### config.mk
export PLATFORM = sky130hd
export DESIGN_NAME = point_transform_2d
export DESIGN_NICKNAME = d
export VERILOG_FILES = /design/src/design/pt2d_pkg.sv /design/src/design/pt2d_front.sv /design/src/design/pt2d_mac_cell.sv /design/src/design/pt2d_sat.sv /design/src/design/point_transform_2d.sv
export SDC_FILE = /design/constraint.sdc
export NUM_CORES = 2
export LEC_CHECK = 0
export BUFFER_PORTS_ARGS = -buffer_cell sky130_fd_sc_hd__buf_2
export CAP_MARGIN = 20
export CORE_ASPECT_RATIO = 1.25
export CORE_MARGIN = 2
export CORE_UTILIZATION = 60
export DETAILED_ROUTE_END_ITERATION = 10
export PLACE_DENSITY = 0.8
export REMOVE_ABC_BUFFERS = 1
export SYNTH_ARGS = -nofsm -noshare
export SYNTH_HDL_FRONTEND = slang
export SYNTH_HIERARCHICAL = 1
export SYNTH_SLANG_ARGS = --single-unit
### constraint.sdc
create_clock -name clk -period 8 [get_ports clk]
set_input_delay 0.8 -clock clk [delete_from_list [all_inputs] [get_ports clk]]
set_output_delay 0.8 -clock clk [all_outputs]
set_load 0.01 [all_outputs]
### src/design/pt2d_pkg.sv
// ----------------------------------------------------------------------------
// pt2d_pkg
// Types, codes and constants shared by the 2-D point transform.
// ----------------------------------------------------------------------------
package pt2d_pkg;

  localparam int COORD_W    = 16;
  localparam int FUNC_W     = 2;
  localparam int ANGLE_W    = 9;
  localparam int FACTOR_W   = 8;
  localparam int N_TERMS    = 2;
  localparam int N_LANES    = 2;
  localparam int LANE_X     = 0;
  localparam int LANE_Y     = 1;
  localparam int CFG_ADDR_W = 5;
  localparam int CFG_DATA_W = 32;
  localparam int QTR_LAST   = 90;

  localparam logic [ANGLE_W-1:0] DEG_90  = 9'd90;
  localparam logic [ANGLE_W-1:0] DEG_180 = 9'd180;
  localparam logic [ANGLE_W-1:0] DEG_270 = 9'd270;
  localparam logic [ANGLE_W-1:0] DEG_360 = 9'd360;

  typedef enum logic [FUNC_W-1:0] {
    FUNC_TRANSLATE = 2'd0,
    FUNC_ROTATE    = 2'd1,
    FUNC_SCALE     = 2'd2,
    FUNC_PASS      = 2'd3
  } func_t;

  typedef enum logic [2:0] {
    REG_SHIFT_X = 3'd0,
    REG_SHIFT_Y = 3'd1,
    REG_ANGLE   = 3'd2,
    REG_FACTOR_X = 3'd3,
    REG_FACTOR_Y = 3'd4,
    REG_PIVOT_X = 3'd5,
    REG_PIVOT_Y = 3'd6
  } reg_idx_t;

  typedef struct packed {
    func_t                      func;
    logic signed [COORD_W-1:0]  point_x;
    logic signed [COORD_W-1:0]  point_y;
  } in_item_t;

  typedef struct packed {
    logic signed [COORD_W-1:0]  new_x;
    logic signed [COORD_W-1:0]  new_y;
    logic                       overflow;
  } out_item_t;

  typedef struct packed {
    logic signed [COORD_W-1:0]  shift_x;
    logic signed [COORD_W-1:0]  shift_y;
    logic [ANGLE_W-1:0]         angle_degrees;
    logic signed [FACTOR_W-1:0] factor_x;
    logic signed [FACTOR_W-1:0] factor_y;
    logic signed [COORD_W-1:0]  pivot_x;
    logic signed [COORD_W-1:0]  pivot_y;
  } cfg_regs_t;

  typedef struct packed {
    logic valid;
    logic rot;
  } ctl_t;

  localparam longint unsigned PI_Q30    = 64'd3373259426;
  localparam longint unsigned HALF_TURN = 64'd180;
  localparam longint unsigned TAYLOR_DIV [1:11] =
    '{64'd6, 64'd20, 64'd42, 64'd72, 64'd110, 64'd156, 64'd210, 64'd272,
      64'd342, 64'd420, 64'd506};

  typedef logic [31:0] trig_tab_t [0:QTR_LAST];

  // Quarter-wave sine for 0 to 90 degrees with frac fraction bits. The
  // series runs in Q30 and is rounded half up at the end.
  function automatic trig_tab_t sin_table(input int frac);
    trig_tab_t       tab;
    longint unsigned x;
    longint unsigned x2;
    longint unsigned term;
    longint unsigned sum;
    longint unsigned one_q30;
    one_q30 = longint'(1) << 30;
    for (int d = 0; d <= QTR_LAST; d++) begin
      x    = (longint'(d) * PI_Q30) / HALF_TURN;
      x2   = (x * x) >> 30;
      term = x;
      sum  = x;
      for (int n = 1; n < 12; n++) begin
        term = ((term * x2) >> 30) / TAYLOR_DIV[n];
        if ((n % 2) == 1) begin
          sum = (sum >= term) ? sum - term : 64'd0;
        end else begin
          sum = sum + term;
        end
      end
      if (sum > one_q30) begin
        sum = one_q30;
      end
      if (frac < 30) begin
        sum = (sum + (longint'(1) << (29 - frac))) >> (30 - frac);
      end
      tab[d] = sum[31:0];
    end
    return tab;
  endfunction

endpackage

### src/design/pt2d_front.sv
// ----------------------------------------------------------------------------
// pt2d_front
// Entry stage: forms the pivot offsets, looks up sine and cosine, and loads
// the base value and the product terms of each lane for the cell chain.
// ----------------------------------------------------------------------------
module pt2d_front #(
  parameter int TRIG_FRAC_BITS = 15,
  localparam int TRIG_W = TRIG_FRAC_BITS + 2,
  localparam int A_W    = pt2d_pkg::COORD_W + 1,
  localparam int B_W    = TRIG_W,
  localparam int ACC_W  = A_W + B_W
) (
  input  logic                                   clk,
  input  logic                                   rst_n,
  input  logic                                   en,
  input  logic                                   in_valid,
  input  pt2d_pkg::in_item_t                     in_data,
  input  pt2d_pkg::cfg_regs_t                    cfg,
  output pt2d_pkg::ctl_t                         ctl_out,
  output logic [pt2d_pkg::N_LANES-1:0][ACC_W-1:0] acc_out,
  output logic [pt2d_pkg::N_LANES-1:0][pt2d_pkg::N_TERMS-1:0][A_W-1:0] a_out,
  output logic [pt2d_pkg::N_LANES-1:0][pt2d_pkg::N_TERMS-1:0][B_W-1:0] b_out
);

  localparam pt2d_pkg::trig_tab_t SIN_TAB = pt2d_pkg::sin_table(TRIG_FRAC_BITS);

  function automatic logic signed [TRIG_W-1:0] sin_deg(
    input logic [pt2d_pkg::ANGLE_W-1:0] a
  );
    logic [pt2d_pkg::ANGLE_W-1:0] idx;
    logic                         neg;
    logic signed [TRIG_W-1:0]     mag;
    if (a <= pt2d_pkg::DEG_90) begin
      idx = a;
      neg = 1'b0;
    end else if (a <= pt2d_pkg::DEG_180) begin
      idx = pt2d_pkg::DEG_180 - a;
      neg = 1'b0;
    end else if (a <= pt2d_pkg::DEG_270) begin
      idx = a - pt2d_pkg::DEG_180;
      neg = 1'b1;
    end else begin
      idx = pt2d_pkg::DEG_360 - a;
      neg = 1'b1;
    end
    mag = signed'({1'b0, SIN_TAB[idx[6:0]][TRIG_FRAC_BITS:0]});
    return neg ? -mag : mag;
  endfunction

  logic [pt2d_pkg::ANGLE_W-1:0] ang_w;
  logic [pt2d_pkg::ANGLE_W:0]   ang_c_ext;
  logic [pt2d_pkg::ANGLE_W-1:0] ang_c;
  logic signed [TRIG_W-1:0]     sin_v;
  logic signed [TRIG_W-1:0]     cos_v;
  logic signed [A_W-1:0]        dx;
  logic signed [A_W-1:0]        dy;

  pt2d_pkg::ctl_t                                       ctl_r, ctl_nxt;
  logic [pt2d_pkg::N_LANES-1:0][ACC_W-1:0]              acc_r, acc_nxt;
  logic [pt2d_pkg::N_LANES-1:0][pt2d_pkg::N_TERMS-1:0][A_W-1:0] a_r, a_nxt;
  logic [pt2d_pkg::N_LANES-1:0][pt2d_pkg::N_TERMS-1:0][B_W-1:0] b_r, b_nxt;

  always_comb begin
    ang_w = (cfg.angle_degrees >= pt2d_pkg::DEG_360) ?
            cfg.angle_degrees - pt2d_pkg::DEG_360 : cfg.angle_degrees;
    ang_c_ext = {1'b0, ang_w} + {1'b0, pt2d_pkg::DEG_90};
    ang_c = (ang_c_ext >= {1'b0, pt2d_pkg::DEG_360}) ?
            pt2d_pkg::ANGLE_W'(ang_c_ext - {1'b0, pt2d_pkg::DEG_360}) :
            ang_c_ext[pt2d_pkg::ANGLE_W-1:0];
    sin_v = sin_deg(ang_w);
    cos_v = sin_deg(ang_c);
    dx = A_W'(in_data.point_x) - A_W'(cfg.pivot_x);
    dy = A_W'(in_data.point_y) - A_W'(cfg.pivot_y);
  end

  always_comb begin
    ctl_nxt.valid = in_valid;
    ctl_nxt.rot   = 1'b0;
    acc_nxt[pt2d_pkg::LANE_X] = ACC_W'(in_data.point_x);
    acc_nxt[pt2d_pkg::LANE_Y] = ACC_W'(in_data.point_y);
    a_nxt = '0;
    b_nxt = '0;
    case (in_data.func)
      pt2d_pkg::FUNC_TRANSLATE: begin
        acc_nxt[pt2d_pkg::LANE_X] = ACC_W'(in_data.point_x) + ACC_W'(cfg.shift_x);
        acc_nxt[pt2d_pkg::LANE_Y] = ACC_W'(in_data.point_y) + ACC_W'(cfg.shift_y);
      end
      pt2d_pkg::FUNC_ROTATE: begin
        ctl_nxt.rot = 1'b1;
        acc_nxt[pt2d_pkg::LANE_X] = ACC_W'(cfg.pivot_x) <<< TRIG_FRAC_BITS;
        acc_nxt[pt2d_pkg::LANE_Y] = ACC_W'(cfg.pivot_y) <<< TRIG_FRAC_BITS;
        a_nxt[pt2d_pkg::LANE_X][0] = dx;
        b_nxt[pt2d_pkg::LANE_X][0] = cos_v;
        a_nxt[pt2d_pkg::LANE_X][1] = dy;
        b_nxt[pt2d_pkg::LANE_X][1] = -sin_v;
        a_nxt[pt2d_pkg::LANE_Y][0] = dx;
        b_nxt[pt2d_pkg::LANE_Y][0] = sin_v;
        a_nxt[pt2d_pkg::LANE_Y][1] = dy;
        b_nxt[pt2d_pkg::LANE_Y][1] = cos_v;
      end
      pt2d_pkg::FUNC_SCALE: begin
        acc_nxt[pt2d_pkg::LANE_X] = ACC_W'(cfg.pivot_x);
        acc_nxt[pt2d_pkg::LANE_Y] = ACC_W'(cfg.pivot_y);
        a_nxt[pt2d_pkg::LANE_X][0] = dx;
        b_nxt[pt2d_pkg::LANE_X][0] = B_W'(cfg.factor_x);
        a_nxt[pt2d_pkg::LANE_Y][0] = dy;
        b_nxt[pt2d_pkg::LANE_Y][0] = B_W'(cfg.factor_y);
      end
      default: begin
      end
    endcase
  end

  always_ff @(posedge clk) begin
    if (!rst_n) begin
      ctl_r <= '0;
    end else if (en) begin
      ctl_r <= ctl_nxt;
    end
  end

  always_ff @(posedge clk) begin
    if (en) begin
      acc_r <= acc_nxt;
      a_r   <= a_nxt;
      b_r   <= b_nxt;
    end
  end

  assign ctl_out = ctl_r;
  assign acc_out = acc_r;
  assign a_out   = a_r;
  assign b_out   = b_r;

endmodule

### src/design/pt2d_mac_cell.sv
// ----------------------------------------------------------------------------
// pt2d_mac_cell
// One multiply-accumulate cell of the chain. Each lane adds the product of
// its first pending term to the running sum and hands the remaining terms on.
// ----------------------------------------------------------------------------
module pt2d_mac_cell #(
  parameter int A_W = 17,
  parameter int B_W = 17,
  localparam int ACC_W = A_W + B_W
) (
  input  logic                                   clk,
  input  logic                                   rst_n,
  input  logic                                   en,
  input  pt2d_pkg::ctl_t                         ctl_in,
  input  logic [pt2d_pkg::N_LANES-1:0][ACC_W-1:0] acc_in,
  input  logic [pt2d_pkg::N_LANES-1:0][pt2d_pkg::N_TERMS-1:0][A_W-1:0] a_in,
  input  logic [pt2d_pkg::N_LANES-1:0][pt2d_pkg::N_TERMS-1:0][B_W-1:0] b_in,
  output pt2d_pkg::ctl_t                         ctl_out,
  output logic [pt2d_pkg::N_LANES-1:0][ACC_W-1:0] acc_out,
  output logic [pt2d_pkg::N_LANES-1:0][pt2d_pkg::N_TERMS-1:0][A_W-1:0] a_out,
  output logic [pt2d_pkg::N_LANES-1:0][pt2d_pkg::N_TERMS-1:0][B_W-1:0] b_out
);

  logic signed [ACC_W-1:0] prod [pt2d_pkg::N_LANES];

  pt2d_pkg::ctl_t                                       ctl_r;
  logic [pt2d_pkg::N_LANES-1:0][ACC_W-1:0]              acc_r, acc_nxt;
  logic [pt2d_pkg::N_LANES-1:0][pt2d_pkg::N_TERMS-1:0][A_W-1:0] a_r, a_nxt;
  logic [pt2d_pkg::N_LANES-1:0][pt2d_pkg::N_TERMS-1:0][B_W-1:0] b_r, b_nxt;

  always_comb begin
    for (int l = 0; l < pt2d_pkg::N_LANES; l++) begin
      prod[l] = $signed(a_in[l][0]) * $signed(b_in[l][0]);
      acc_nxt[l] = acc_in[l] + prod[l];
      for (int k = 0; k < pt2d_pkg::N_TERMS - 1; k++) begin
        a_nxt[l][k] = a_in[l][k+1];
        b_nxt[l][k] = b_in[l][k+1];
      end
      a_nxt[l][pt2d_pkg::N_TERMS-1] = '0;
      b_nxt[l][pt2d_pkg::N_TERMS-1] = '0;
    end
  end

  always_ff @(posedge clk) begin
    if (!rst_n) begin
      ctl_r <= '0;
    end else if (en) begin
      ctl_r <= ctl_in;
    end
  end

  always_ff @(posedge clk) begin
    if (en) begin
      acc_r <= acc_nxt;
      a_r   <= a_nxt;
      b_r   <= b_nxt;
    end
  end

  assign ctl_out = ctl_r;
  assign acc_out = acc_r;
  assign a_out   = a_r;
  assign b_out   = b_r;

endmodule

### src/design/pt2d_sat.sv
// ----------------------------------------------------------------------------
// pt2d_sat
// Output stage: drops the trig fraction of a rotation toward zero, saturates
// both coordinates to the output range and holds the finished item.
// ----------------------------------------------------------------------------
module pt2d_sat #(
  parameter int TRIG_FRAC_BITS = 15,
  localparam int ACC_W = pt2d_pkg::COORD_W + TRIG_FRAC_BITS + 3
) (
  input  logic                                   clk,
  input  logic                                   rst_n,
  input  logic                                   en,
  input  pt2d_pkg::ctl_t                         ctl_in,
  input  logic [pt2d_pkg::N_LANES-1:0][ACC_W-1:0] acc_in,
  output logic                                   out_valid,
  output pt2d_pkg::out_item_t                    out_data
);

  localparam logic signed [ACC_W-1:0] RND =
    ACC_W'((longint'(1) <<< TRIG_FRAC_BITS) - 1);
  localparam logic signed [ACC_W-1:0] SAT_HI =
    ACC_W'((longint'(1) <<< (pt2d_pkg::COORD_W - 1)) - 1);
  localparam logic signed [ACC_W-1:0] SAT_LO = -SAT_HI - ACC_W'(1);

  logic signed [ACC_W-1:0]             q [pt2d_pkg::N_LANES];
  logic signed [pt2d_pkg::COORD_W-1:0] coord [pt2d_pkg::N_LANES];
  logic                                ovf;

  logic                out_valid_r;
  pt2d_pkg::out_item_t out_data_r, out_data_nxt;

  always_comb begin
    ovf = 1'b0;
    for (int l = 0; l < pt2d_pkg::N_LANES; l++) begin
      q[l] = $signed(acc_in[l]);
      if (ctl_in.rot) begin
        if (q[l] < 0) begin
          q[l] = q[l] + RND;
        end
        q[l] = q[l] >>> TRIG_FRAC_BITS;
      end
      if (q[l] > SAT_HI) begin
        coord[l] = SAT_HI[pt2d_pkg::COORD_W-1:0];
        ovf = 1'b1;
      end else if (q[l] < SAT_LO) begin
        coord[l] = SAT_LO[pt2d_pkg::COORD_W-1:0];
        ovf = 1'b1;
      end else begin
        coord[l] = q[l][pt2d_pkg::COORD_W-1:0];
      end
    end
    out_data_nxt.new_x    = coord[pt2d_pkg::LANE_X];
    out_data_nxt.new_y    = coord[pt2d_pkg::LANE_Y];
    out_data_nxt.overflow = ovf;
  end

  always_ff @(posedge clk) begin
    if (!rst_n) begin
      out_valid_r <= 1'b0;
    end else if (en) begin
      out_valid_r <= ctl_in.valid;
    end
  end

  always_ff @(posedge clk) begin
    if (en) begin
      out_data_r <= out_data_nxt;
    end
  end

  assign out_valid = out_valid_r;
  assign out_data  = out_data_r;

endmodule

### src/design/point_transform_2d.sv
// ----------------------------------------------------------------------------
// point_transform_2d
// Translates, rotates about a pivot, scales about a pivot or passes through one 2-D point.
// ----------------------------------------------------------------------------
// The block takes one item per clock while in_stall is low and returns each
// result through an entry stage that forms the offsets and looks up sine
// and cosine, a chain of two multiply-accumulate cells (one product term
// each, both axes side by side), and a saturating output register.
// Every stage moves on its own as soon as the stage after it has room, so
// a stalled result does not stop new items until the chain is full. The
// user must write configuration registers over the APB port only while no
// item is in flight; the block itself does not enforce this.
// ----------------------------------------------------------------------------
module point_transform_2d #(
  parameter int TRIG_FRAC_BITS = 15
) (
  input  logic                                clk,
  input  logic                                rst_n,
  input  logic                                in_valid,
  output logic                                in_stall,
  input  pt2d_pkg::in_item_t                  in_data,
  output logic                                out_valid,
  input  logic                                out_stall,
  output pt2d_pkg::out_item_t                 out_data,
  input  logic                                psel,
  input  logic                                penable,
  input  logic                                pwrite,
  input  logic [pt2d_pkg::CFG_ADDR_W-1:0]     paddr,
  input  logic [pt2d_pkg::CFG_DATA_W-1:0]     pwdata,
  output logic [pt2d_pkg::CFG_DATA_W-1:0]     prdata,
  output logic                                pready
);

  localparam int A_W   = pt2d_pkg::COORD_W + 1;
  localparam int B_W   = TRIG_FRAC_BITS + 2;
  localparam int ACC_W = A_W + B_W;
  localparam int NT    = pt2d_pkg::N_TERMS;
  localparam int NL    = pt2d_pkg::N_LANES;

  localparam pt2d_pkg::cfg_regs_t CFG_RESET = '{
    shift_x:       '0,
    shift_y:       '0,
    angle_degrees: '0,
    factor_x:      pt2d_pkg::FACTOR_W'(1),
    factor_y:      pt2d_pkg::FACTOR_W'(1),
    pivot_x:       '0,
    pivot_y:       '0
  };

  pt2d_pkg::cfg_regs_t cfg_r, cfg_nxt;
  pt2d_pkg::reg_idx_t  reg_idx;
  logic                cfg_wr;

  pt2d_pkg::ctl_t                          ctl_s [NT+1];
  logic [NL-1:0][ACC_W-1:0]                acc_s [NT+1];
  logic [NL-1:0][NT-1:0][A_W-1:0]          a_s   [NT+1];
  logic [NL-1:0][NT-1:0][B_W-1:0]          b_s   [NT+1];
  logic [NT:0]                             take;
  logic                                    out_take;

  assign reg_idx = pt2d_pkg::reg_idx_t'(paddr[pt2d_pkg::CFG_ADDR_W-1:2]);
  assign cfg_wr  = psel && penable && pwrite;
  assign pready  = 1'b1;

  always_comb begin
    cfg_nxt = cfg_r;
    if (cfg_wr) begin
      case (reg_idx)
        pt2d_pkg::REG_SHIFT_X:  cfg_nxt.shift_x = pwdata[pt2d_pkg::COORD_W-1:0];
        pt2d_pkg::REG_SHIFT_Y:  cfg_nxt.shift_y = pwdata[pt2d_pkg::COORD_W-1:0];
        pt2d_pkg::REG_ANGLE:    cfg_nxt.angle_degrees = pwdata[pt2d_pkg::ANGLE_W-1:0];
        pt2d_pkg::REG_FACTOR_X: cfg_nxt.factor_x = pwdata[pt2d_pkg::FACTOR_W-1:0];
        pt2d_pkg::REG_FACTOR_Y: cfg_nxt.factor_y = pwdata[pt2d_pkg::FACTOR_W-1:0];
        pt2d_pkg::REG_PIVOT_X:  cfg_nxt.pivot_x = pwdata[pt2d_pkg::COORD_W-1:0];
        pt2d_pkg::REG_PIVOT_Y:  cfg_nxt.pivot_y = pwdata[pt2d_pkg::COORD_W-1:0];
        default: begin
        end
      endcase
    end
  end

  always_comb begin
    case (reg_idx)
      pt2d_pkg::REG_SHIFT_X:
        prdata = pt2d_pkg::CFG_DATA_W'($unsigned(cfg_r.shift_x));
      pt2d_pkg::REG_SHIFT_Y:
        prdata = pt2d_pkg::CFG_DATA_W'($unsigned(cfg_r.shift_y));
      pt2d_pkg::REG_ANGLE:
        prdata = pt2d_pkg::CFG_DATA_W'(cfg_r.angle_degrees);
      pt2d_pkg::REG_FACTOR_X:
        prdata = pt2d_pkg::CFG_DATA_W'($unsigned(cfg_r.factor_x));
      pt2d_pkg::REG_FACTOR_Y:
        prdata = pt2d_pkg::CFG_DATA_W'($unsigned(cfg_r.factor_y));
      pt2d_pkg::REG_PIVOT_X:
        prdata = pt2d_pkg::CFG_DATA_W'($unsigned(cfg_r.pivot_x));
      pt2d_pkg::REG_PIVOT_Y:
        prdata = pt2d_pkg::CFG_DATA_W'($unsigned(cfg_r.pivot_y));
      default:
        prdata = '0;
    endcase
  end

  always_ff @(posedge clk) begin
    if (!rst_n) begin
      cfg_r <= CFG_RESET;
    end else begin
      cfg_r <= cfg_nxt;
    end
  end

  assign out_take = !out_valid || !out_stall;

  for (genvar k = 0; k <= NT; k++) begin : g_take
    if (k == NT) begin : g_last
      assign take[k] = !ctl_s[k].valid || out_take;
    end else begin : g_mid
      assign take[k] = !ctl_s[k].valid || take[k+1];
    end
  end

  assign in_stall = !take[0];

  pt2d_front #(
    .TRIG_FRAC_BITS (TRIG_FRAC_BITS)
  ) u_front (
    .clk      (clk),
    .rst_n    (rst_n),
    .en       (take[0]),
    .in_valid (in_valid),
    .in_data  (in_data),
    .cfg      (cfg_r),
    .ctl_out  (ctl_s[0]),
    .acc_out  (acc_s[0]),
    .a_out    (a_s[0]),
    .b_out    (b_s[0])
  );

  for (genvar k = 0; k < NT; k++) begin : g_cell
    pt2d_mac_cell #(
      .A_W (A_W),
      .B_W (B_W)
    ) u_cell (
      .clk     (clk),
      .rst_n   (rst_n),
      .en      (take[k+1]),
      .ctl_in  (ctl_s[k]),
      .acc_in  (acc_s[k]),
      .a_in    (a_s[k]),
      .b_in    (b_s[k]),
      .ctl_out (ctl_s[k+1]),
      .acc_out (acc_s[k+1]),
      .a_out   (a_s[k+1]),
      .b_out   (b_s[k+1])
    );
  end

  pt2d_sat #(
    .TRIG_FRAC_BITS (TRIG_FRAC_BITS)
  ) u_sat (
    .clk       (clk),
    .rst_n     (rst_n),
    .en        (out_take),
    .ctl_in    (ctl_s[NT]),
    .acc_in    (acc_s[NT]),
    .out_valid (out_valid),
    .out_data  (out_data)
  );

endmodule

# Word-level counts from Yosys, hierarchy flattened
# Memory sizes are Yosys's and may differ from the RTL's.
# Cells that the tools add are included.
dict set report op_classes {
  add_sub_neg 22
  n_mul 4
  n_lt_le_gt_ge 16
  eq_ne 8
  n_mux 31
  n_bitwise 2
  reduce_logical 23
}
# cell count
set ops {}
lappend ops {{$pmux 68 s3} 1}
lappend ops {{$add 34x34->34} 4}
lappend ops {{$mul 17x17->34} 4}
lappend ops {{$mux 34} 4}
lappend ops {{$pmux 16 s7} 1}
lappend ops {{$pmux 17 s2} 3}
lappend ops {{$mux 16} 6}
lappend ops {{$add 34x16->34 const B} 2}
lappend ops {{$gt 34x16->1 const B} 2}
lappend ops {{$lt 34x1->1 const B} 2}
lappend ops {{$lt 34x16->1 const B} 2}
lappend ops {{$mux 7} 6}
lappend ops {{$add 16x16->17} 2}
lappend ops {{$mux 17} 2}
lappend ops {{$neg 16->17} 2}
lappend ops {{$sub 16x16->17} 2}
lappend ops {{$le 9x7->1 const B} 2}
lappend ops {{$le 9x8->1 const B} 2}
lappend ops {{$le 9x9->1 const B} 2}
lappend ops {{$mux 9} 2}
lappend ops {{$sub 9x9->9 const B} 2}
lappend ops {{$neg 17->17} 1}
lappend ops {{$ge 8x8->1 const B} 2}
lappend ops {{$not 7->8} 2}
lappend ops {{20 further kinds} 46}
dict set report totals {
  register_bits 503
  mem_bits_ro 8192
  input_bits 78
  memories 2
}
# memory depth width rd rd_ports_with_merged_regs write_ports line_no
set memory_table {}
lappend memory_table {{(no name shown)} 128 32 1 0 0 pt2d_front.sv:46} ;# mag = signed'({1'b0, SIN_TAB[idx[6:0]][TRIG_FRAC_BITS:0]});
lappend memory_table {{(no name shown)} 128 32 1 0 0 pt2d_front.sv:46}

# Longest topological paths before layout
dict set report logic_depth {
  ltp_word 16
  mapped_depth 36
  ltp_nobuf 32
}

# By module
# Netlist, hierarchy kept.
# module instances cells_per_inst area_each_um2 seq_area_each_um2
set modules_own_cells {}
lappend modules_own_cells {{pt2d_mac_cell at g_cell[1].u_cell} 1 3007 29788.6 4124.0}
lappend modules_own_cells {{pt2d_mac_cell at g_cell[0].u_cell} 1 2973 29500.8 4124.0}
lappend modules_own_cells {pt2d_front 1 2086 17979.7 5475.3}
lappend modules_own_cells {point_transform_2d 1 439 4270.3 1781.7}
lappend modules_own_cells {pt2d_sat 1 279 2702.6 1011.0}

# Worst setup path after synthesis
# OpenSTA, ideal clock, no wires.
dict set report synth_timing {
  path_kind {reg2reg}
  start {reg cfg_r[51] (netlist name)}
  end {reg u_front.b_r (netlist bit u_front/b_out[15]) (data pin)}
  arrival_ns 7.294
  path_slack_ns 0.438
  path_stages_with_launch 33
  synth_period_minus_slack_ns 7.562
  cell_sequence {dfxtp_1 > clkbuf_1 > clkinv_1 > ha_1 > and3b_1 > a211oi_4 > o211a_1 > buf_4 > ha_1 > and2_1 > clkbuf_1 > o31ai_1 > a221o_1 > inv_2 > ha_1 > nor4_1 > a21oi_1 > a32oi_1 > a21oi_1 > a22oi_1 > and3_1 > buf_2 > ha_1 > clkbuf_1 > inv_1 > a2111oi_2 > nand3b_1 > a221o_1 > nand4_1 > or3_4 > nor4_2 > a32o_1 > o31ai_1}
}
# element line_no
set synth_lines {}
lappend synth_lines {{start, declared} point_transform_2d.sv:50} ;# pt2d_pkg::cfg_regs_t cfg_r, cfg_nxt;
lappend synth_lines {{start signal, assigned} point_transform_2d.sv:107} ;# cfg_r <= cfg_nxt;
lappend synth_lines {{end signal, assigned} pt2d_front.sv:126} ;# b_r <= b_nxt;
lappend synth_lines {{end, declared} pt2d_front.sv:61} ;# logic [pt2d_pkg::N_LANES-1:0][pt2d_pkg::N_TERMS-1:0][B_W-1:0] b_r, b_nxt;

==> metrics.yaml <==
status: "finished clean"
leakagePower_nw: 40.6
syn-cell-area_sq_mm: 0.0812
fmax_mhz: 132
clock_sinks: 514
wl_met3_mm: 14.8
drtPass1Iterations: 6
final_cell_area_sq_mm: 0.0855
met2_length_mm: 109
drv_cap: 0
required_ps: 8370
dieHeight_um: 415
cts_hold_buffers: 0
antenna_found_initial: 7
netlist_instances: 8578
rows: 150
finClkSkew_ps: 38.8
port_buffers: 110
setup_violations: 0
irDropWorstVdd_v: 0.000178
p_per_area_mw_per_mm2: 116
grt_pass1_wl_mm: 349
slowest_delay_ps: 580
grt_max_degree: 82
drt_iter0_markers: 4911
end_kind: "flip-flop"
drc: 0
worst_pin_slew_ps: 1050
gp_congestion: 1.05
ant_nets: 0
cts-root-buf: "clkbuf_16"
hold_viol: 0
grt_pass1_vias: 63900
cp-start-kind: "flip-flop"
cts_tree: "done"
tns_ps: 0
fin_crit_sh_pct: 95.0
worstPathArrival_ps: 7970
htreeDepth: 2
numCtsBuffers: 54
place_hpwl_mm: 181
crit_type: "flip-flop to flip-flop"
die_w_um: 333
wire_per_inst_um: 21.3
wl_mm: 221
num_vias: 60500
nets: 10500
syn_area_per_cell_sq_um: 9.46
fp.dieArea_sq_mm: 0.138
slowest_stage: "or4b_4"
insertion_delay_ps: 690
wl_met1_mm: 83.1
post-cts-setup-buffers: 0
detailed_place.area_sq_mm: 0.0836
top_layer: "met4"
max_slew_margin_pct: 29.6
n_fill_cell: 10600
yosysWarnings: 6
core-area_sq_mm: 0.134
clockBufferDepth: 3
worstPathMaxFanout: 11
grt_remaining_overflow: 0
area_growth_pct: 5.37
period_needed_ps: 7600
boundaryPins: 146
viasPerCell: 5.84
layout-drive-gt1-share_pct: 6.33
start_util_pct: 60.6
track_usage_pct: 32.2
clk_pin_slew_ps: 60
grt_setup_unrepaired: "false"
hold_class: "input port to flip-flop"
drv_slew: 0
## worst paths after layout
path                                         from                        end  slack, ps  cells after the start
worst max register to register          cfg_r[52]          u_front/b_out[15]        400                     29
worst min-delay path                     in_valid         u_front/ctl_out[1]        380                      3
worst min register to register  u_front/b_out[21]  g_cell[0].u_cell/b_out[4]        410                      0
worst max-delay path                    cfg_r[52]          u_front/b_out[15]        400                     29
## metrics by stage
step,instances,worst slack [ps],power (mW),hold slack [ps],utilization (%)
after detailed placement,10300,519,7.23,405,62.4
after global routing,10400,33.7,10.5,400,63.8
after floorplan,8215,95.3,6.09,400,-
after CTS,10400,503,9.90,349,63.8
final,10400,397,9.90,382,63.8
after global placement,10300,614,7.07,405,62.4
## layer usage
| layer | global-route usage, % | up-vias |
|---|---|---|
| met3 | 4.12 | 637 |
| met4 | 18.2 | 0 |
| met1 | 38.9 | 30200 |
| li1 | - | 27100 |
| met2 | 55.6 | 2582 |
| met5 | 0 | - |
## registers in the layout (all words and copies together) (netlist names)
| name | count |
|---|---|
| g_cell.u_cell/ctl_out | 4 |
| g_cell.u_cell/a_out | 34 |
| u_front/b_out | 68 |
| g_cell.u_cell/b_out | 34 |
| u_sat/out_data | 33 |
| cfg_r | 89 |
| u_sat/out_valid | 1 |
| g_cell.u_cell/acc_out | 136 |
| u_front/acc_out | 62 |
| u_front/a_out | 51 |
| u_front/ctl_out | 2 |
## power breakdown
part	internal, mW	switching, mW
logic	1.37	2.07
clock network	1.50	1.18
registers	3.32	0.459
total	6.19	3.70
## worst max-delay path, delay by kind of cell (launching register included)
family / cells / cell delay (ps)
compound gates: 15 / 3230
fa+ha+maj: 3 / 780
buf+inv: 4 / 690
simple gates: 7 / 2290
flops: 1 / 310
## timing repair
item                                    in CTS  in global routing
hold endpoints to repair                     0                  0
endpoints found under the setup margin       0                  3
resized for setup                            0                  1
## cell type report
cell class	instances	area, sq um	share of cell area [%]
diodes	4	10.0	0.0117
clock buffers	62	1430	1.68
clock inverters	40	432	0.505
inverters	1932	7260	8.48
multi-input cells	5769	57700	67.5
flip-flops and latches	514	14500	16.9
well taps	1748	2190	2.56
repair buffers	296	2010	2.35
## cell usage in the layout (no fill, tap or decap), types with 109 or more instances in the layout
cell type,count
a21oi_1,283
nor2_1,264
edfxtp_1,418
nand2_1,886
fa_1,1360
o21ai_0,161
mux2i_1,156
buf_4,181
buf_2,109
ha_1,512
xnor2_1,222
and2_1,630
inv_1,1918
(Power assumes the default switching activity.)
